### src/design/brf_pkg.sv
`default_nettype none

package brf_pkg;

	localparam int DEPTH     = 1024;
	localparam int MAX_BURST = 64;
	localparam int PTR_W     = $clog2(DEPTH);
	localparam int CNT_W     = PTR_W;
	localparam int LEN_W     = 7;
	localparam int KIND_W    = 3;
	localparam int BYTE_W    = 8;
	localparam int STAT_W    = 2;
	localparam int USED_W    = 10;
	localparam int SUM_W     = ((PTR_W > LEN_W) ? PTR_W : LEN_W) + 1;
	localparam int QDEPTH    = 4;
	localparam int QPTR_W    = $clog2(QDEPTH);
	localparam int QCNT_W    = $clog2(QDEPTH + 1);

	localparam logic [KIND_W-1:0] KIND_ENQ   = 3'd0;
	localparam logic [KIND_W-1:0] KIND_DEQ   = 3'd1;
	localparam logic [KIND_W-1:0] KIND_PEEK  = 3'd2;
	localparam logic [KIND_W-1:0] KIND_SKIP  = 3'd3;
	localparam logic [KIND_W-1:0] KIND_RESV  = 3'd4;
	localparam logic [KIND_W-1:0] KIND_CLEAR = 3'd5;

	localparam logic [STAT_W-1:0] ST_OK       = 2'd0;
	localparam logic [STAT_W-1:0] ST_NO_DATA  = 2'd1;
	localparam logic [STAT_W-1:0] ST_NO_SPACE = 2'd2;

	typedef enum logic [1:0] {
		OP_PLAIN,
		OP_WRITE,
		OP_READ
	} op_t;

	typedef struct packed {
		op_t                 op;
		logic [STAT_W-1:0]   status;
		logic [BYTE_W-1:0]   data;
		logic [LEN_W-1:0]    count;
		logic                last;
		logic [USED_W-1:0]   used;
		logic [PTR_W-1:0]    addr;
	} entry_t;

	function automatic logic [PTR_W-1:0] adv(input logic [PTR_W-1:0] p,
		input logic [LEN_W-1:0] n);
		logic [SUM_W-1:0] s;
		s = SUM_W'(p) + SUM_W'(n);
		if (s >= SUM_W'(DEPTH)) begin
			s = s - SUM_W'(DEPTH);
		end
		return s[PTR_W-1:0];
	endfunction

endpackage

`default_nettype wire

### src/design/brf_queue.sv
`default_nettype none

module brf_queue (
	input  wire logic            clk,
	input  wire logic            arst_n,
	input  wire logic            push,
	input  brf_pkg::entry_t      push_ent,
	output logic                 full,
	input  wire logic            pop,
	output brf_pkg::entry_t      head,
	output logic                 empty
);

	brf_pkg::entry_t            ent_q [brf_pkg::QDEPTH];
	logic [brf_pkg::QPTR_W-1:0] wr_q, rd_q;
	logic [brf_pkg::QCNT_W-1:0] count_q;
	logic                       do_push, do_pop;

	assign full    = (count_q == brf_pkg::QCNT_W'(brf_pkg::QDEPTH));
	assign empty   = (count_q == '0);
	assign head    = ent_q[rd_q];
	assign do_push = push && !full;
	assign do_pop  = pop && !empty;

	function automatic logic [brf_pkg::QPTR_W-1:0] inc(input logic [brf_pkg::QPTR_W-1:0] p);
		return (p == brf_pkg::QPTR_W'(brf_pkg::QDEPTH - 1)) ? '0 : p + brf_pkg::QPTR_W'(1);
	endfunction

	always_ff @(posedge clk) begin
		if (do_push) begin
			ent_q[wr_q] <= push_ent;
		end
	end

	always_ff @(posedge clk or negedge arst_n) begin
		if (!arst_n) begin
			wr_q    <= '0;
			rd_q    <= '0;
			count_q <= '0;
		end else begin
			if (do_push) begin
				wr_q <= inc(wr_q);
			end
			if (do_pop) begin
				rd_q <= inc(rd_q);
			end
			if (do_push && !do_pop) begin
				count_q <= count_q + brf_pkg::QCNT_W'(1);
			end else if (do_pop && !do_push) begin
				count_q <= count_q - brf_pkg::QCNT_W'(1);
			end
		end
	end

	a_count_bound: assert property (@(posedge clk) disable iff (!arst_n)
		count_q <= brf_pkg::QCNT_W'(brf_pkg::QDEPTH))
		else $error("queue count above depth");

endmodule

`default_nettype wire

### config.mk
export PLATFORM = sky130hd
export DESIGN_NAME = brf_queue
export DESIGN_NICKNAME = d
export VERILOG_FILES = /design/src/design/brf_pkg.sv /design/src/design/brf_queue.sv
export SDC_FILE = /design/constraint.sdc
export NUM_CORES = 1
export LEC_CHECK = 0
export BUFFER_PORTS_ARGS = -buffer_cell sky130_fd_sc_hd__buf_2
export CORE_ASPECT_RATIO = 1.5
export CORE_MARGIN = 10
export CORE_UTILIZATION = 51
export DETAILED_ROUTE_END_ITERATION = 12
export PLACE_DENSITY = 0.84
export SYNTH_ARGS = -nofsm -noshare
export SYNTH_HDL_FRONTEND = slang
export SYNTH_SLANG_ARGS = --single-unit
### constraint.sdc
create_clock -name clk -period 2.95 [get_ports clk]
set_input_delay 0.295 -clock clk [delete_from_list [all_inputs] [get_ports clk]]
set_output_delay 0.295 -clock clk [all_outputs]
set_load 0.01 [all_outputs]
# After elaboration in Yosys (flattened, before gate mapping)
# Memory sizes are Yosys's and may differ from the RTL's.
# Index checks and enable logic that the tools add are counted.
dict set report word_totals {
  output_inout_bits 42
  memories 1
  word_cells 27
  ram_bits 160
  ff_bits 7
}
dict set report op_classes {
  reduce_logical 10
  mux 6
  eq_ne 3
  addsub 4
}
# memory words word_bits read_ports rd_ports_with_merged_regs write_ports line_no
set memory_table {}
lappend memory_table {ent_q 4 40 1 0 1 brf_queue.sv:14} ;# brf_pkg::entry_t ent_q [brf_pkg::QDEPTH];
# cell n
set op_table {}
lappend op_table {{$mux 3} 2}
lappend op_table {{$add 2x1->2 const B} 2}
lappend op_table {{$eq 2x2->1 const B} 2}
lappend op_table {{$logic_and 1x1->1} 4}
lappend op_table {{$logic_not 1->1} 4}
lappend op_table {{$mux 2} 2}
lappend op_table {{$add 3x1->3 const B} 1}
lappend op_table {{$eq 3x3->1 const B} 1}
lappend op_table {{$logic_not 3->1} 1}
lappend op_table {{$sub 3x1->3 const B} 1}
lappend op_table {{$mux 1} 2}
lappend op_table {{$reduce_bool 2->1} 1}

# Depth between registers and ports, before layout
dict set report logic_depth {
  ltp_word 7
  ltp_mapped 8
  depth_no_buf 8
}

# Worst setup path before layout
# OpenSTA, ideal clock, no wires.
dict set report synth_timing {
  path_kind {flip-flop to flip-flop}
  startpoint {register count_q[2] in the netlist's numbering}
  endpoint {memory ent_q[3][0] in the netlist's numbering (enable)}
  arrival_time_ns 2.306
  path_buffers 0
  required_ns 2.512
  stages_incl_launch_ff 3
  path_slack_ns 0.206
  synth_period_minus_slack_ns 2.744
  cell_sequence {dfrtp_1 -> nor3b_4 -> nor2_1}
}
dict set report synth_via {
  elab_chain_len 5
}
# element line_no
set synth_rtl {}
lappend synth_rtl {{start, declared} brf_queue.sv:16} ;# logic [brf_pkg::QCNT_W-1:0] count_q;
lappend synth_rtl {{start signal, assigned} brf_queue.sv:48} ;# count_q <= count_q + brf_pkg::QCNT_W'(1);
lappend synth_rtl {{start signal, assigned} brf_queue.sv:50} ;# count_q <= count_q - brf_pkg::QCNT_W'(1);
lappend synth_rtl {{$eq 3x3->1} brf_queue.sv:19} ;# assign full = (count_q == brf_pkg::QCNT_W'(brf_pkg::QDEPTH));
lappend synth_rtl {{named net full} brf_queue.sv:8} ;# output logic full,
lappend synth_rtl {{$logic_not 1->1} brf_queue.sv:22} ;# assign do_push = push && !full;
lappend synth_rtl {{$logic_and 1x1->1} brf_queue.sv:22}
lappend synth_rtl {{$mux 1} brf_queue.sv:30} ;# if (do_push) begin
lappend synth_rtl {{$mux 1 (implied by the code)} brf_queue.sv:31} ;# ent_q[wr_q] <= push_ent;
lappend synth_rtl {{end, declared} brf_queue.sv:14}
# The timed path passes the listed nets, and every way through them passes these cells.

==> impl_metrics.env <==
export IMPL_outcome="finished, final reports clean"
export IMPL_clkSinkCount=167
export IMPL_finalCritPeriodShare=0.844
export IMPL_holdPathEnd="ent_q[0][35]"
export IMPL_synth_most_common_cell="edfxtp_1"
export IMPL_max_freq_mhz=402
export IMPL_setup_viol=0
export IMPL_tightest_slew_ps=1020
export IMPL_grt_max_degree=44
export IMPL_top_layer="met4"
export IMPL_critPathTopFamily="flip-flops"
export IMPL_p_leak_nw=2.58
export IMPL_async_reset_ff_frac=0.0419
export IMPL_drt_antenna_violating_nets=0
export IMPL_ff2ff_path_depth=7
export IMPL_gp_congestion=0.715
export IMPL_start_util=0.519
export IMPL_synth_top_area_share=0.770
export IMPL_syn2layout_area_growth_pct=19.3
export IMPL_synth_area_leaders="edfxtp_1 77%, mux4_2 14%, dfrtp_1 2.8%, ha_1 1.2%, buf_6 0.90%"
export IMPL_cp_max_fo=43
export IMPL_io_buffers=85
export IMPL_timing_rr_end="count_q[2]"
export IMPL_grt_pass1_wl_microns=17400
export IMPL_row_count=49
export IMPL_path_cells="mux4_2 > buf_2"
export IMPL_instances_no_fill=514
export IMPL_wire_per_inst_microns=21.0
export IMPL_first_pass_iters=6
export IMPL_overflow=0
export IMPL_finalHoldViolCount=0
export IMPL_drcViolationCount=0
export IMPL_fin_area_sq_um=7450
export IMPL_cts_setup_buffers=0
export IMPL_gr_usage_all_layers=0.138
export IMPL_rsz0062_at_grt="false"
export IMPL_max_cap_violations=0
export IMPL_crit_path_end_kind="primary output"
export IMPL_r2r_slack_ps=820
export IMPL_whs_path_depth=1
export IMPL_netlist_area_sq_um=6240
export IMPL_startpoint_type="flip-flop"
export IMPL_vias=2750
export IMPL_die_x_microns=110
export IMPL_crit_type="reg2out"
export IMPL_grt_pass1_vias=2999
export IMPL_cp_num_buf_inv=1
export IMPL_drive_gt1_frac=0.480
export IMPL_core_sq_um=12000
export IMPL_dpl_hpwl_microns=7050
export IMPL_ys_top_cells_by_count="160 x edfxtp_1, 40 x mux4_2, 7 x dfrtp_1"
export IMPL_cts_buffers=17
export IMPL_hold_path_class="in2reg"
export IMPL_dr_wl_met2_microns=5810
export IMPL_power_density_nw_per_um2=1010
export IMPL_design_die_area_sq_um=17200
export IMPL_yosys_warnings=0
export IMPL_drtIter0Drc=162
export IMPL_relSlewSlack=0.319
export IMPL_dp_cells=479
export IMPL_dr_wl_met3_microns=829
export IMPL_synth_seq_area_share=0.798
export IMPL_finalMaxSlewViolations=0
export IMPL_hold_start="push_ent[35]"
export IMPL_ys_ff_latch=167
export IMPL_mappedNetlistNets=298
export IMPL_cp_required_ps=2650
export IMPL_antenna_found_initial=2
export IMPL_peakVddDrop_mv=0.591
export IMPL_die_y_microns=155
export IMPL_placed_area_sq_um=6860
export IMPL_syn_inst=247
export IMPL_yosys_area_top_type="edfxtp_1"
export IMPL_synth_edf_count=160
export IMPL_tns_ps=0
export IMPL_wl_met1_microns=3980
export IMPL_layout_nets=397
export IMPL_cts_tree="done"
export IMPL_clk_latency_ps=420
export IMPL_postSynthAreaPerCell_sq_um=25.3
export IMPL_critPathArrivalTime_ps=2200
export IMPL_worst_path_max_delay_cell="dfrtp_4"
export IMPL_slowest_delay_ps=970
export IMPL_root_buffer="clkbuf_16"
export IMPL_worstReg2RegStart="count_q[0]"
export IMPL_min_period_ps=2490
export IMPL_htreeDepth=4
export IMPL_skew_ps=9.94
export IMPL_clk_path_buf_depth=2
export IMPL_cts_clk_slew_worst_paths_ps=70
export IMPL_synth_ff_type="edfxtp_1"
export IMPL_ioPinCount=86
export IMPL_wl_microns=10800
export IMPL_ys_types=22
export IMPL_nFillCells=847
export IMPL_viasPerCell=5.35
==> final cells by class <==
type / instances / area, sq um / area share
diodes: 3 / 7.51 / 0.00101
clock buffers: 17 / 425 / 0.0571
well taps: 153 / 191 / 0.0257
inverters: 3 / 11.3 / 0.00151
repair buffers: 90 / 503 / 0.0675
flip-flops and latches: 167 / 4980 / 0.669
multi-input cells: 67 / 1180 / 0.159
clock inverters: 14 / 141 / 0.0190
==> what timing repair did <==
action	CTS	global route
gates resized for setup	0	0
endpoints found under the hold margin	7	0
hold buffers	1	0
==> worst max path at each step <==
stage               startpoint          end  slack, ps  cells after the start
detailed placement  count_q[0]   count_q[2]        820                      7
global route           rd_q[0]     head[18]        320                      2
floorplan           count_q[2]  ent_q[3][0]        210                      2
finish                 rd_q[0]     head[32]        460                      2
global placement       rd_q[0]      head[8]        840                      2
CTS                    rd_q[0]     head[18]        380                      2
==> cell usage in the layout (no fill, tap or decap), types with 3 or more instances in the layout <==
master,n
edfxtp_1,160
buf_2,85
mux4_2,40
clkbuf_16,17
ha_1,6
inv_6,6
dfrtp_1,5
clkinvlp_4,4
diode_2,3
inv_1,3
and2_2,3
buf_12,3
==> logic make-up (layout without fill, tap and decap cells) <==
group,count (synthesis),count (layout),synth area share
AO/OA/AOI/OAI,2,2,0.00321
XOR/XNOR,3,3,0.00421
adder cells (fa/ha/maj),7,7,0.0152
other,0,3,0
multiplexers,44,44,0.153
AND/OR/NAND/NOR,11,11,0.0122
flip-flops,167,167,0.798
buffers and inverters,13,124,0.0146
==> power by group <==
part / internal [mW] / total [mW] / switching [mW]
sequential: 3.14 / 3.56 / 0.424
clock: 1.18 / 2.07 / 0.896
combinational: 1.01 / 1.89 / 0.876
==> worst register-to-register path, delay by kind of cell (launching register included) <==
kind | cells | cell delay (ps)
simple gates | 1 | 110
buf+inv | 1 | 60
fa+ha+maj | 2 | 640
xor+xnor | 2 | 320
flops | 1 | 480
compound gates | 1 | 450
==> sequential cells by signal, summed over array words and instances, names as in the netlist <==
register / cells
wr_q: 2
count_q: 3
ent_q: 160
rd_q: 2
==> layer usage <==
metal,global-route usage,up-vias
met2,0.226,76
met4,0.0583,0
met1,0.156,1413
met3,0.0521,15
li1,-,1246
met5,0,-
==> stage by stage <==
stage               hold slack [ps]  utilization  power, mW  worst slack [ps]
CTS                            63.7        0.619       7.66               380
global route                   78.1        0.619       7.92               316
global placement                136        0.571       5.50               844
floorplan                    -0.591            -       4.81               206
detailed placement              143        0.571       5.58               819
finish                         85.3        0.620       7.53               460
Note: power is estimated with default switching activity, not from simulation.
