## src/design/brf_pkg.sv

```systemverilog
`default_nettype none

package brf_pkg;

	localparam int DEPTH     = 1024;
	localparam int MAX_BURST = 64;
	localparam int PTR_W     = $clog2(DEPTH);
	localparam int CNT_W     = PTR_W;
	localparam int LEN_W     = 7;
	localparam int KIND_W    = 3;
	localparam int BYTE_W    = 8;
	localparam int STAT_W    = 2;
	localparam int USED_W    = 10;
	localparam int SUM_W     = ((PTR_W > LEN_W) ? PTR_W : LEN_W) + 1;
	localparam int QDEPTH    = 4;
	localparam int QPTR_W    = $clog2(QDEPTH);
	localparam int QCNT_W    = $clog2(QDEPTH + 1);

	localparam logic [KIND_W-1:0] KIND_ENQ   = 3'd0;
	localparam logic [KIND_W-1:0] KIND_DEQ   = 3'd1;
	localparam logic [KIND_W-1:0] KIND_PEEK  = 3'd2;
	localparam logic [KIND_W-1:0] KIND_SKIP  = 3'd3;
	localparam logic [KIND_W-1:0] KIND_RESV  = 3'd4;
	localparam logic [KIND_W-1:0] KIND_CLEAR = 3'd5;

	localparam logic [STAT_W-1:0] ST_OK       = 2'd0;
	localparam logic [STAT_W-1:0] ST_NO_DATA  = 2'd1;
	localparam logic [STAT_W-1:0] ST_NO_SPACE = 2'd2;

	typedef enum logic [1:0] {
		OP_PLAIN,
		OP_WRITE,
		OP_READ
	} op_t;

	typedef struct packed {
		op_t                 op;
		logic [STAT_W-1:0]   status;
		logic [BYTE_W-1:0]   data;
		logic [LEN_W-1:0]    count;
		logic                last;
		logic [USED_W-1:0]   used;
		logic [PTR_W-1:0]    addr;
	} entry_t;

	function automatic logic [PTR_W-1:0] adv(input logic [PTR_W-1:0] p,
		input logic [LEN_W-1:0] n);
		logic [SUM_W-1:0] s;
		s = SUM_W'(p) + SUM_W'(n);
		if (s >= SUM_W'(DEPTH)) begin
			s = s - SUM_W'(DEPTH);
		end
		return s[PTR_W-1:0];
	endfunction

endpackage

`default_nettype wire

```

## src/design/brf_front.sv

```systemverilog
`default_nettype none

module brf_front (
	input  wire logic                          clk,
	input  wire logic                          arst_n,
	input  wire logic                          in_valid,
	output logic                               in_ready,
	input  wire logic [brf_pkg::KIND_W-1:0]    kind,
	input  wire logic [brf_pkg::LEN_W-1:0]     length,
	input  wire logic [brf_pkg::BYTE_W-1:0]    data_byte,
	input  wire logic                          first,
	input  wire logic                          q_full,
	output logic                               push,
	output brf_pkg::entry_t                    ent
);

	logic [brf_pkg::PTR_W-1:0] rp_q, rp_d, wp_q, wp_d;
	logic [brf_pkg::CNT_W-1:0] used_q, used_d, free_bytes;
	logic [brf_pkg::LEN_W-1:0] bl_q, bl_d, bl_cur, len_sat;
	logic                      ok_q, ok_d, ok_cur;

	assign in_ready = !q_full;
	assign push     = in_valid && in_ready;

	always_comb begin
		len_sat = (length > brf_pkg::LEN_W'(brf_pkg::MAX_BURST)) ?
			brf_pkg::LEN_W'(brf_pkg::MAX_BURST) : length;
		free_bytes = brf_pkg::CNT_W'(brf_pkg::DEPTH - 1) - used_q;
		rp_d   = rp_q;
		wp_d   = wp_q;
		used_d = used_q;
		bl_d   = bl_q;
		ok_d   = ok_q;
		bl_cur = bl_q;
		ok_cur = ok_q;
		ent.op     = brf_pkg::OP_PLAIN;
		ent.status = brf_pkg::ST_OK;
		ent.data   = data_byte;
		ent.count  = '0;
		ent.last   = 1'b1;
		ent.addr   = '0;
		case (kind)
			brf_pkg::KIND_ENQ: begin
				if (first && len_sat == '0) begin
					bl_d = '0;
					ok_d = 1'b0;
				end else if (!first && bl_q == '0) begin
					ent.status = brf_pkg::ST_NO_SPACE;
				end else begin
					bl_cur = first ? len_sat : bl_q;
					ok_cur = first ?
						(brf_pkg::SUM_W'(len_sat) <= brf_pkg::SUM_W'(free_bytes)) : ok_q;
					bl_d     = bl_cur - brf_pkg::LEN_W'(1);
					ent.last = (bl_d == '0);
					if (ok_cur && used_q != brf_pkg::CNT_W'(brf_pkg::DEPTH - 1)) begin
						wp_d      = brf_pkg::adv(wp_q, brf_pkg::LEN_W'(1));
						used_d    = used_q + brf_pkg::CNT_W'(1);
						ent.op    = brf_pkg::OP_WRITE;
						ent.addr  = wp_d;
						ent.count = brf_pkg::LEN_W'(1);
						ok_d      = 1'b1;
					end else begin
						ent.status = brf_pkg::ST_NO_SPACE;
						ok_d       = 1'b0;
					end
					if (bl_d == '0) begin
						ok_d = 1'b0;
					end
				end
			end
			brf_pkg::KIND_CLEAR: begin
				bl_d   = '0;
				ok_d   = 1'b0;
				rp_d   = '0;
				wp_d   = '0;
				used_d = '0;
			end
			brf_pkg::KIND_RESV: begin
				bl_d = '0;
				ok_d = 1'b0;
				if (len_sat != '0) begin
					if (brf_pkg::SUM_W'(len_sat) > brf_pkg::SUM_W'(free_bytes)) begin
						ent.status = brf_pkg::ST_NO_SPACE;
					end else begin
						wp_d      = brf_pkg::adv(wp_q, len_sat);
						used_d    = brf_pkg::CNT_W'(brf_pkg::SUM_W'(used_q) +
							brf_pkg::SUM_W'(len_sat));
						ent.count = len_sat;
					end
				end
			end
			brf_pkg::KIND_DEQ, brf_pkg::KIND_PEEK, brf_pkg::KIND_SKIP: begin
				bl_d = '0;
				ok_d = 1'b0;
				if (len_sat != '0) begin
					if (brf_pkg::SUM_W'(len_sat) > brf_pkg::SUM_W'(used_q)) begin
						ent.status = brf_pkg::ST_NO_DATA;
					end else begin
						ent.count = len_sat;
						if (kind != brf_pkg::KIND_PEEK) begin
							rp_d   = brf_pkg::adv(rp_q, len_sat);
							used_d = brf_pkg::CNT_W'(brf_pkg::SUM_W'(used_q) -
								brf_pkg::SUM_W'(len_sat));
						end
						if (kind != brf_pkg::KIND_SKIP) begin
							ent.op   = brf_pkg::OP_READ;
							ent.addr = brf_pkg::adv(rp_q, brf_pkg::LEN_W'(1));
						end
					end
				end
			end
			default: begin
			end
		endcase
		ent.used = brf_pkg::USED_W'(used_d);
	end

	always_ff @(posedge clk or negedge arst_n) begin
		if (!arst_n) begin
			rp_q   <= '0;
			wp_q   <= '0;
			used_q <= '0;
			bl_q   <= '0;
			ok_q   <= 1'b0;
		end else if (push) begin
			rp_q   <= rp_d;
			wp_q   <= wp_d;
			used_q <= used_d;
			bl_q   <= bl_d;
			ok_q   <= ok_d;
		end
	end

	a_used_bound: assert property (@(posedge clk) disable iff (!arst_n)
		used_q <= brf_pkg::CNT_W'(brf_pkg::DEPTH - 1))
		else $error("stored byte count above capacity");

	a_ok_open: assert property (@(posedge clk) disable iff (!arst_n)
		ok_q |-> (bl_q != '0))
		else $error("burst marked good with no bytes left");

endmodule

`default_nettype wire

```

## config.mk

```make
export PLATFORM = sky130hd
export DESIGN_NAME = brf_front
export DESIGN_NICKNAME = d
export VERILOG_FILES = /design/src/design/brf_pkg.sv /design/src/design/brf_front.sv
export SDC_FILE = /design/constraint.sdc
export NUM_CORES = 1
export LEC_CHECK = 0
export BUFFER_PORTS_ARGS = -buffer_cell sky130_fd_sc_hd__buf_2
export CAP_MARGIN = 30
export CORE_ASPECT_RATIO = 1.25
export CORE_MARGIN = 8
export CORE_UTILIZATION = 60
export DETAILED_ROUTE_END_ITERATION = 8
export PLACE_DENSITY = 0.89
export SLEW_MARGIN = 20
export SYNTH_ARGS = -nofsm -noshare
export SYNTH_HDL_FRONTEND = slang
export SYNTH_SLANG_ARGS = --single-unit
export TNS_END_PERCENT = 1
```

## constraint.sdc

```tcl
create_clock -name clk -period 4.3 [get_ports clk]
set_input_delay 0.215 -clock clk [delete_from_list [all_inputs] [get_ports clk]]
set_output_delay 0.215 -clock clk [all_outputs]
set_load 0.03 [all_outputs]
```

# Word level (Yosys, flattened, before mapping)
# Index checks and enable logic that the tools add are counted.
# W data, S select, Z words.
# op_classes
n_lt_le_gt_ge,8
n_mux,63
add_sub_neg,13
n_eq_ne,17
reduce_logical,19
# ops
op,n
$mux W10,26
$mux W7,8
$ge A11 B11 Y1 const B,4
$pmux W10 S2,2
$pmux W10 S4,1
$sub A10 B1 Y10 const B,4
$pmux W10 S3,1
$add A10 B1 Y11 const B,2
$add A10 B7 Y11,2
$logic_not A7 Y1,3
$pmux W7 S3,1
$gt A7 B10 Y1,2
$mux W2,9
$ne A2 B2 Y1 const B,8
$pmux W7 S2,1
$add A10 B1 Y10 const B,1
$add A10 B7 Y10,1
$le A7 B10 Y1,1
$ne A10 B10 Y1 const B,1
$sub A10 B10 Y10 const A,1
$sub A10 B7 Y10,1
$mux W1,9
$mux W4,2
$gt A7 B7 Y1 const B,1
other kinds (20),28
# word_totals
input_bits,23
ff_bits,38
wordCells,125
out_inout_bits,42

# Longest topological paths before layout
# depth
ltp_word,10
depth_mapped,13
mapped_depth_nobuf,11

# Worst setup path before layout
# No wires, ideal clock.
# synth_path
path_type,reg2out
start,register used_q[2] (netlist bit)
end,output port ent[12] (netlist bit)
required_time_ps,4085
path_slack_ps,1086
path_stages_with_launch,8
arrival_time_ps,2999
n_path_buf,1
cell_sequence,dfrtp_1 ha_1 buf_2 nor4_2 a221o_1 o211ai_2 nand3_1 o311ai_0
# synth_rtl
element,line_no,text
"start, declared",brf_front.sv:18,"logic [brf_pkg::CNT_W-1:0] used_q, used_d, free_bytes;"
"start signal, assigned",brf_front.sv:128,used_q <= used_d;
"end, declared",brf_front.sv:14,output brf_pkg::entry_t ent

==> metrics.txt <==
Commonest cells post-synth 56 x nor2_1, 48 x nand2_1, 41 x o21ai_0; DR iter-0 viols 436; routed via count about 5000; CP startpoint used_q[0]; critical path, cell by cell inv_1 -> ha_1 -> fa_1 -> nor2b_1 -> o31a_1 -> o21ai_2 -> a221oi_1 -> mux2_2 -> a211oi_1 -> nor2_1 -> buf_2; diode count 0; hold slack 0.288 ns; Netlist cell types 79; vias in the first global route approximately 5000; area of the multi-input gates 0.00334 sq mm; Max VDD drop 0.280 mV; Net Switching approximately 1300 uW; cell count after synthesis 586; Synthesized Nets around 650; Logic pwr share 62.9%; part of the power in registers between 20% and 30%; adder-cell share of the synthesized area 11.0%; r2r worst-path depth 10; Sw Ratio 53.3%; Die ar. 0.0107 sq mm; asr flop ratio synth 100%; fillcell total around 620; #FFs+latches synth 38; number of buffers and inverters on the critical path 2; Worst Tran Pin Value 0.789 ns; critical path required time 4.09 ns; CP max-delay cell dfrtp_1; drt first pass iters 7; Worst Hold Class input port to asynchronous set/reset pin; Reg area approximately 950 sq um; cell family contributing the most delay on the critical path compound AO/OA/AOI/OAI gates; fmax 261 MHz; Max Cap Violations 0; Initial Util 62.1%; Post-synth EDFFs 0; Worst Path Class, Setup flip-flop to output pin; Clock Root Buffer clkbuf_8; synthesized area 0.00459 sq mm; RR Startpoint used_q[0]; share of cells above drive strength 1 14.3%; share of the synthesized area in the top cell type just over 20%; largest net degree at the start of global routing 39; Vert. Die Dim 114 microns; synth-to-layout area growth 8.66%; GR Overflow Total 0; Final ANT Viol Nets 0; Total GRT Usage 31.9%; status finished clean; htree depth 2; Synth Area in Simple Gates 20.0%; Fin Setup TNS 0 ns; design area 0.00499 sq mm; most frequent cell after synthesis nor2_1; Avg WL per Cell 24.0 microns; Mapped Avg Cell Area 7.84 sq um; final clock period utilization by the worst path 89.1%; Tmin final around 3.8 ns; first-pass GRT wire length 26700 microns; Pwr Density 474 mW/mm^2; clock tree skew after final layout 0.0137 ns; CTS sink count 38; Leak 0.00224 uW; routability congestion estimate 1.05; post-synthesis sequential area ratio 20.7%; cts bufs inserted 5; Final Hold Vio Count 0; Critical Path AT 3.61 ns; drc violations 0; vias per cell 6.98; Boundary Pins 65; # rows 35; clock group share of total power between 10% and 20%; Crit path largest cell delay 0.48 ns; Reg2Reg Setup Slack 1.01 ns; share of synthesized area spent on multiplexers 1.99%; Main synth FF type dfrtp_1; R2R Path End used_q[4]; Synth Area in Compound Gates 33.2%; largest family of logic cells by synthesized area compound AO/OA/AOI/OAI gates; final setup vio count 0; worst skew pair latency approximately 0.31 ns; Worst Setup End Kind output pin; Synth Warn # 0; initial antenna violation count 0; area leader, netlist dfrtp_1; XOR/XNOR share of the synthesized area 6.48%; port buffer count 48; most area-consuming cells after synthesis dfrtp_1 21%, ha_1 9.3%, nor2_1 4.6%; dpl hpwl between 10000 and 15000 microns; highest fanout seen on the critical path 8; CTS max path bufs 2; post-CTS setup buffer count 0; CTS tree done; core area 0.00740 sq mm; Slew Limit Fails 0; Internal 1110 uW; startpoint types flip-flop; Routed WL 17200 microns; Resize count post-CTS 0; RSZ-0062 raised after global routing false; die width 94.3 microns; Area after DPL 0.00486 sq mm; nets 682; Max-slew headroom 47.0%; Clk pin slew, worst setup/hold paths 0.10 ns
[worst max-delay path by stage]
stage | endpoint | slack [ns] | depth (start not counted)
floorplan | ent[12] | 1.09 | 7
global placement | ent[15] | 0.71 | 12
detailed placement | ent[14] | 0.63 | 13
CTS | ent[14] | 0.50 | 11
global route | ent[14] | 0.20 | 11
finish | ent[14] | 0.47 | 11
[cell type report]
class | count | area share [%]
clock buffer | 6 | 1.65
tap | 92 | 2.31
inverter | 31 | 2.33
clock inverter | 2 | 0.326
multi-input combinational | 481 | 66.8
timing repair buffer | 64 | 7.52
sequential | 38 | 19.0
[registers in the layout (all words and copies together), names as in the netlist]
name,flops
bl_q,7
ok_q,1
rp_q,10
used_q,10
wp_q,10
[kinds of logic after synthesis]
| logic type | Yosys count |
|---|---|
| compound gates | 210 |
| simple gates | 190 |
| buf+inv | 67 |
| fa+ha+maj | 38 |
| flops | 38 |
| xor+xnor | 34 |
| mux | 9 |
[per-stage QoR]
step	setup WS (ns)	cells	util [%]	power [uW]
5_1_grt	0.198	714	67.5	2510
2_1_floorplan	1.09	586	-	1600
3_3_place_gp	0.713	704	65.7	2010
3_5_place_dp	0.632	704	65.7	2030
6_report	0.470	714	67.5	2370
4_1_cts	0.498	712	67.0	2310
[cell usage in the layout, fill, tap and decap left out, types with 4 or more instances in the layout]
master | synthesis | final
a22o_1 | 7 | 7
mux2i_1 | 8 | 8
a21oi_1 | 34 | 34
fa_1 | 4 | 4
o22ai_1 | 12 | 12
dfrtp_1 | 38 | 38
buf_2 | 12 | 48
a22oi_1 | 4 | 4
nor2b_1 | 5 | 5
inv_1 | 31 | 31
and3_1 | 7 | 7
xor2_1 | 12 | 12
nor3_1 | 13 | 13
nand4_1 | 6 | 6
xnor2_1 | 22 | 22
nor2_1 | 56 | 56
buf_4 | 10 | 14
nand2_1 | 48 | 48
a211oi_1 | 7 | 7
a31oi_1 | 9 | 9
o2bb2ai_1 | 5 | 5
clkbuf_8 | 0 | 6
o21a_1 | 8 | 8
ha_1 | 34 | 34
a221oi_1 | 5 | 5
o21ai_1 | 6 | 6
o21bai_1 | 4 | 4
o21ai_0 | 41 | 41
o31ai_1 | 9 | 9
nand3_1 | 22 | 22
nor4_1 | 4 | 4
a21o_1 | 9 | 9
or3_1 | 4 | 4
o211ai_1 | 6 | 6
nand2b_1 | 8 | 8
o31a_1 | 5 | 5
[timing repair]
action | CTS | global route
endpoints found under the setup margin | 0 | 0
hold buffers | 0 | 1
endpoints found under the hold margin | 0 | 7
[metal layers]
metal | global-route usage, % | wire (microns) | up-vias
met2 | 54.3 | 8300 | 340
li1 | - | - | 2237
met5 | 0 | 0 | -
met4 | 19.9 | 1090 | 0
met1 | 34.8 | 5990 | 2325
met3 | 6.90 | 1770 | 82
[power groups by stage]
stage / clock network, uW / registers, uW / logic [uW]
floorplan: 0 / 543 / 1050
global placement: 0 / 585 / 1420
detailed placement: 0 / 589 / 1440
CTS: 284 / 582 / 1450
global route: 301 / 600 / 1610
finish: 288 / 590 / 1490
(Power assumes the default switching activity.)
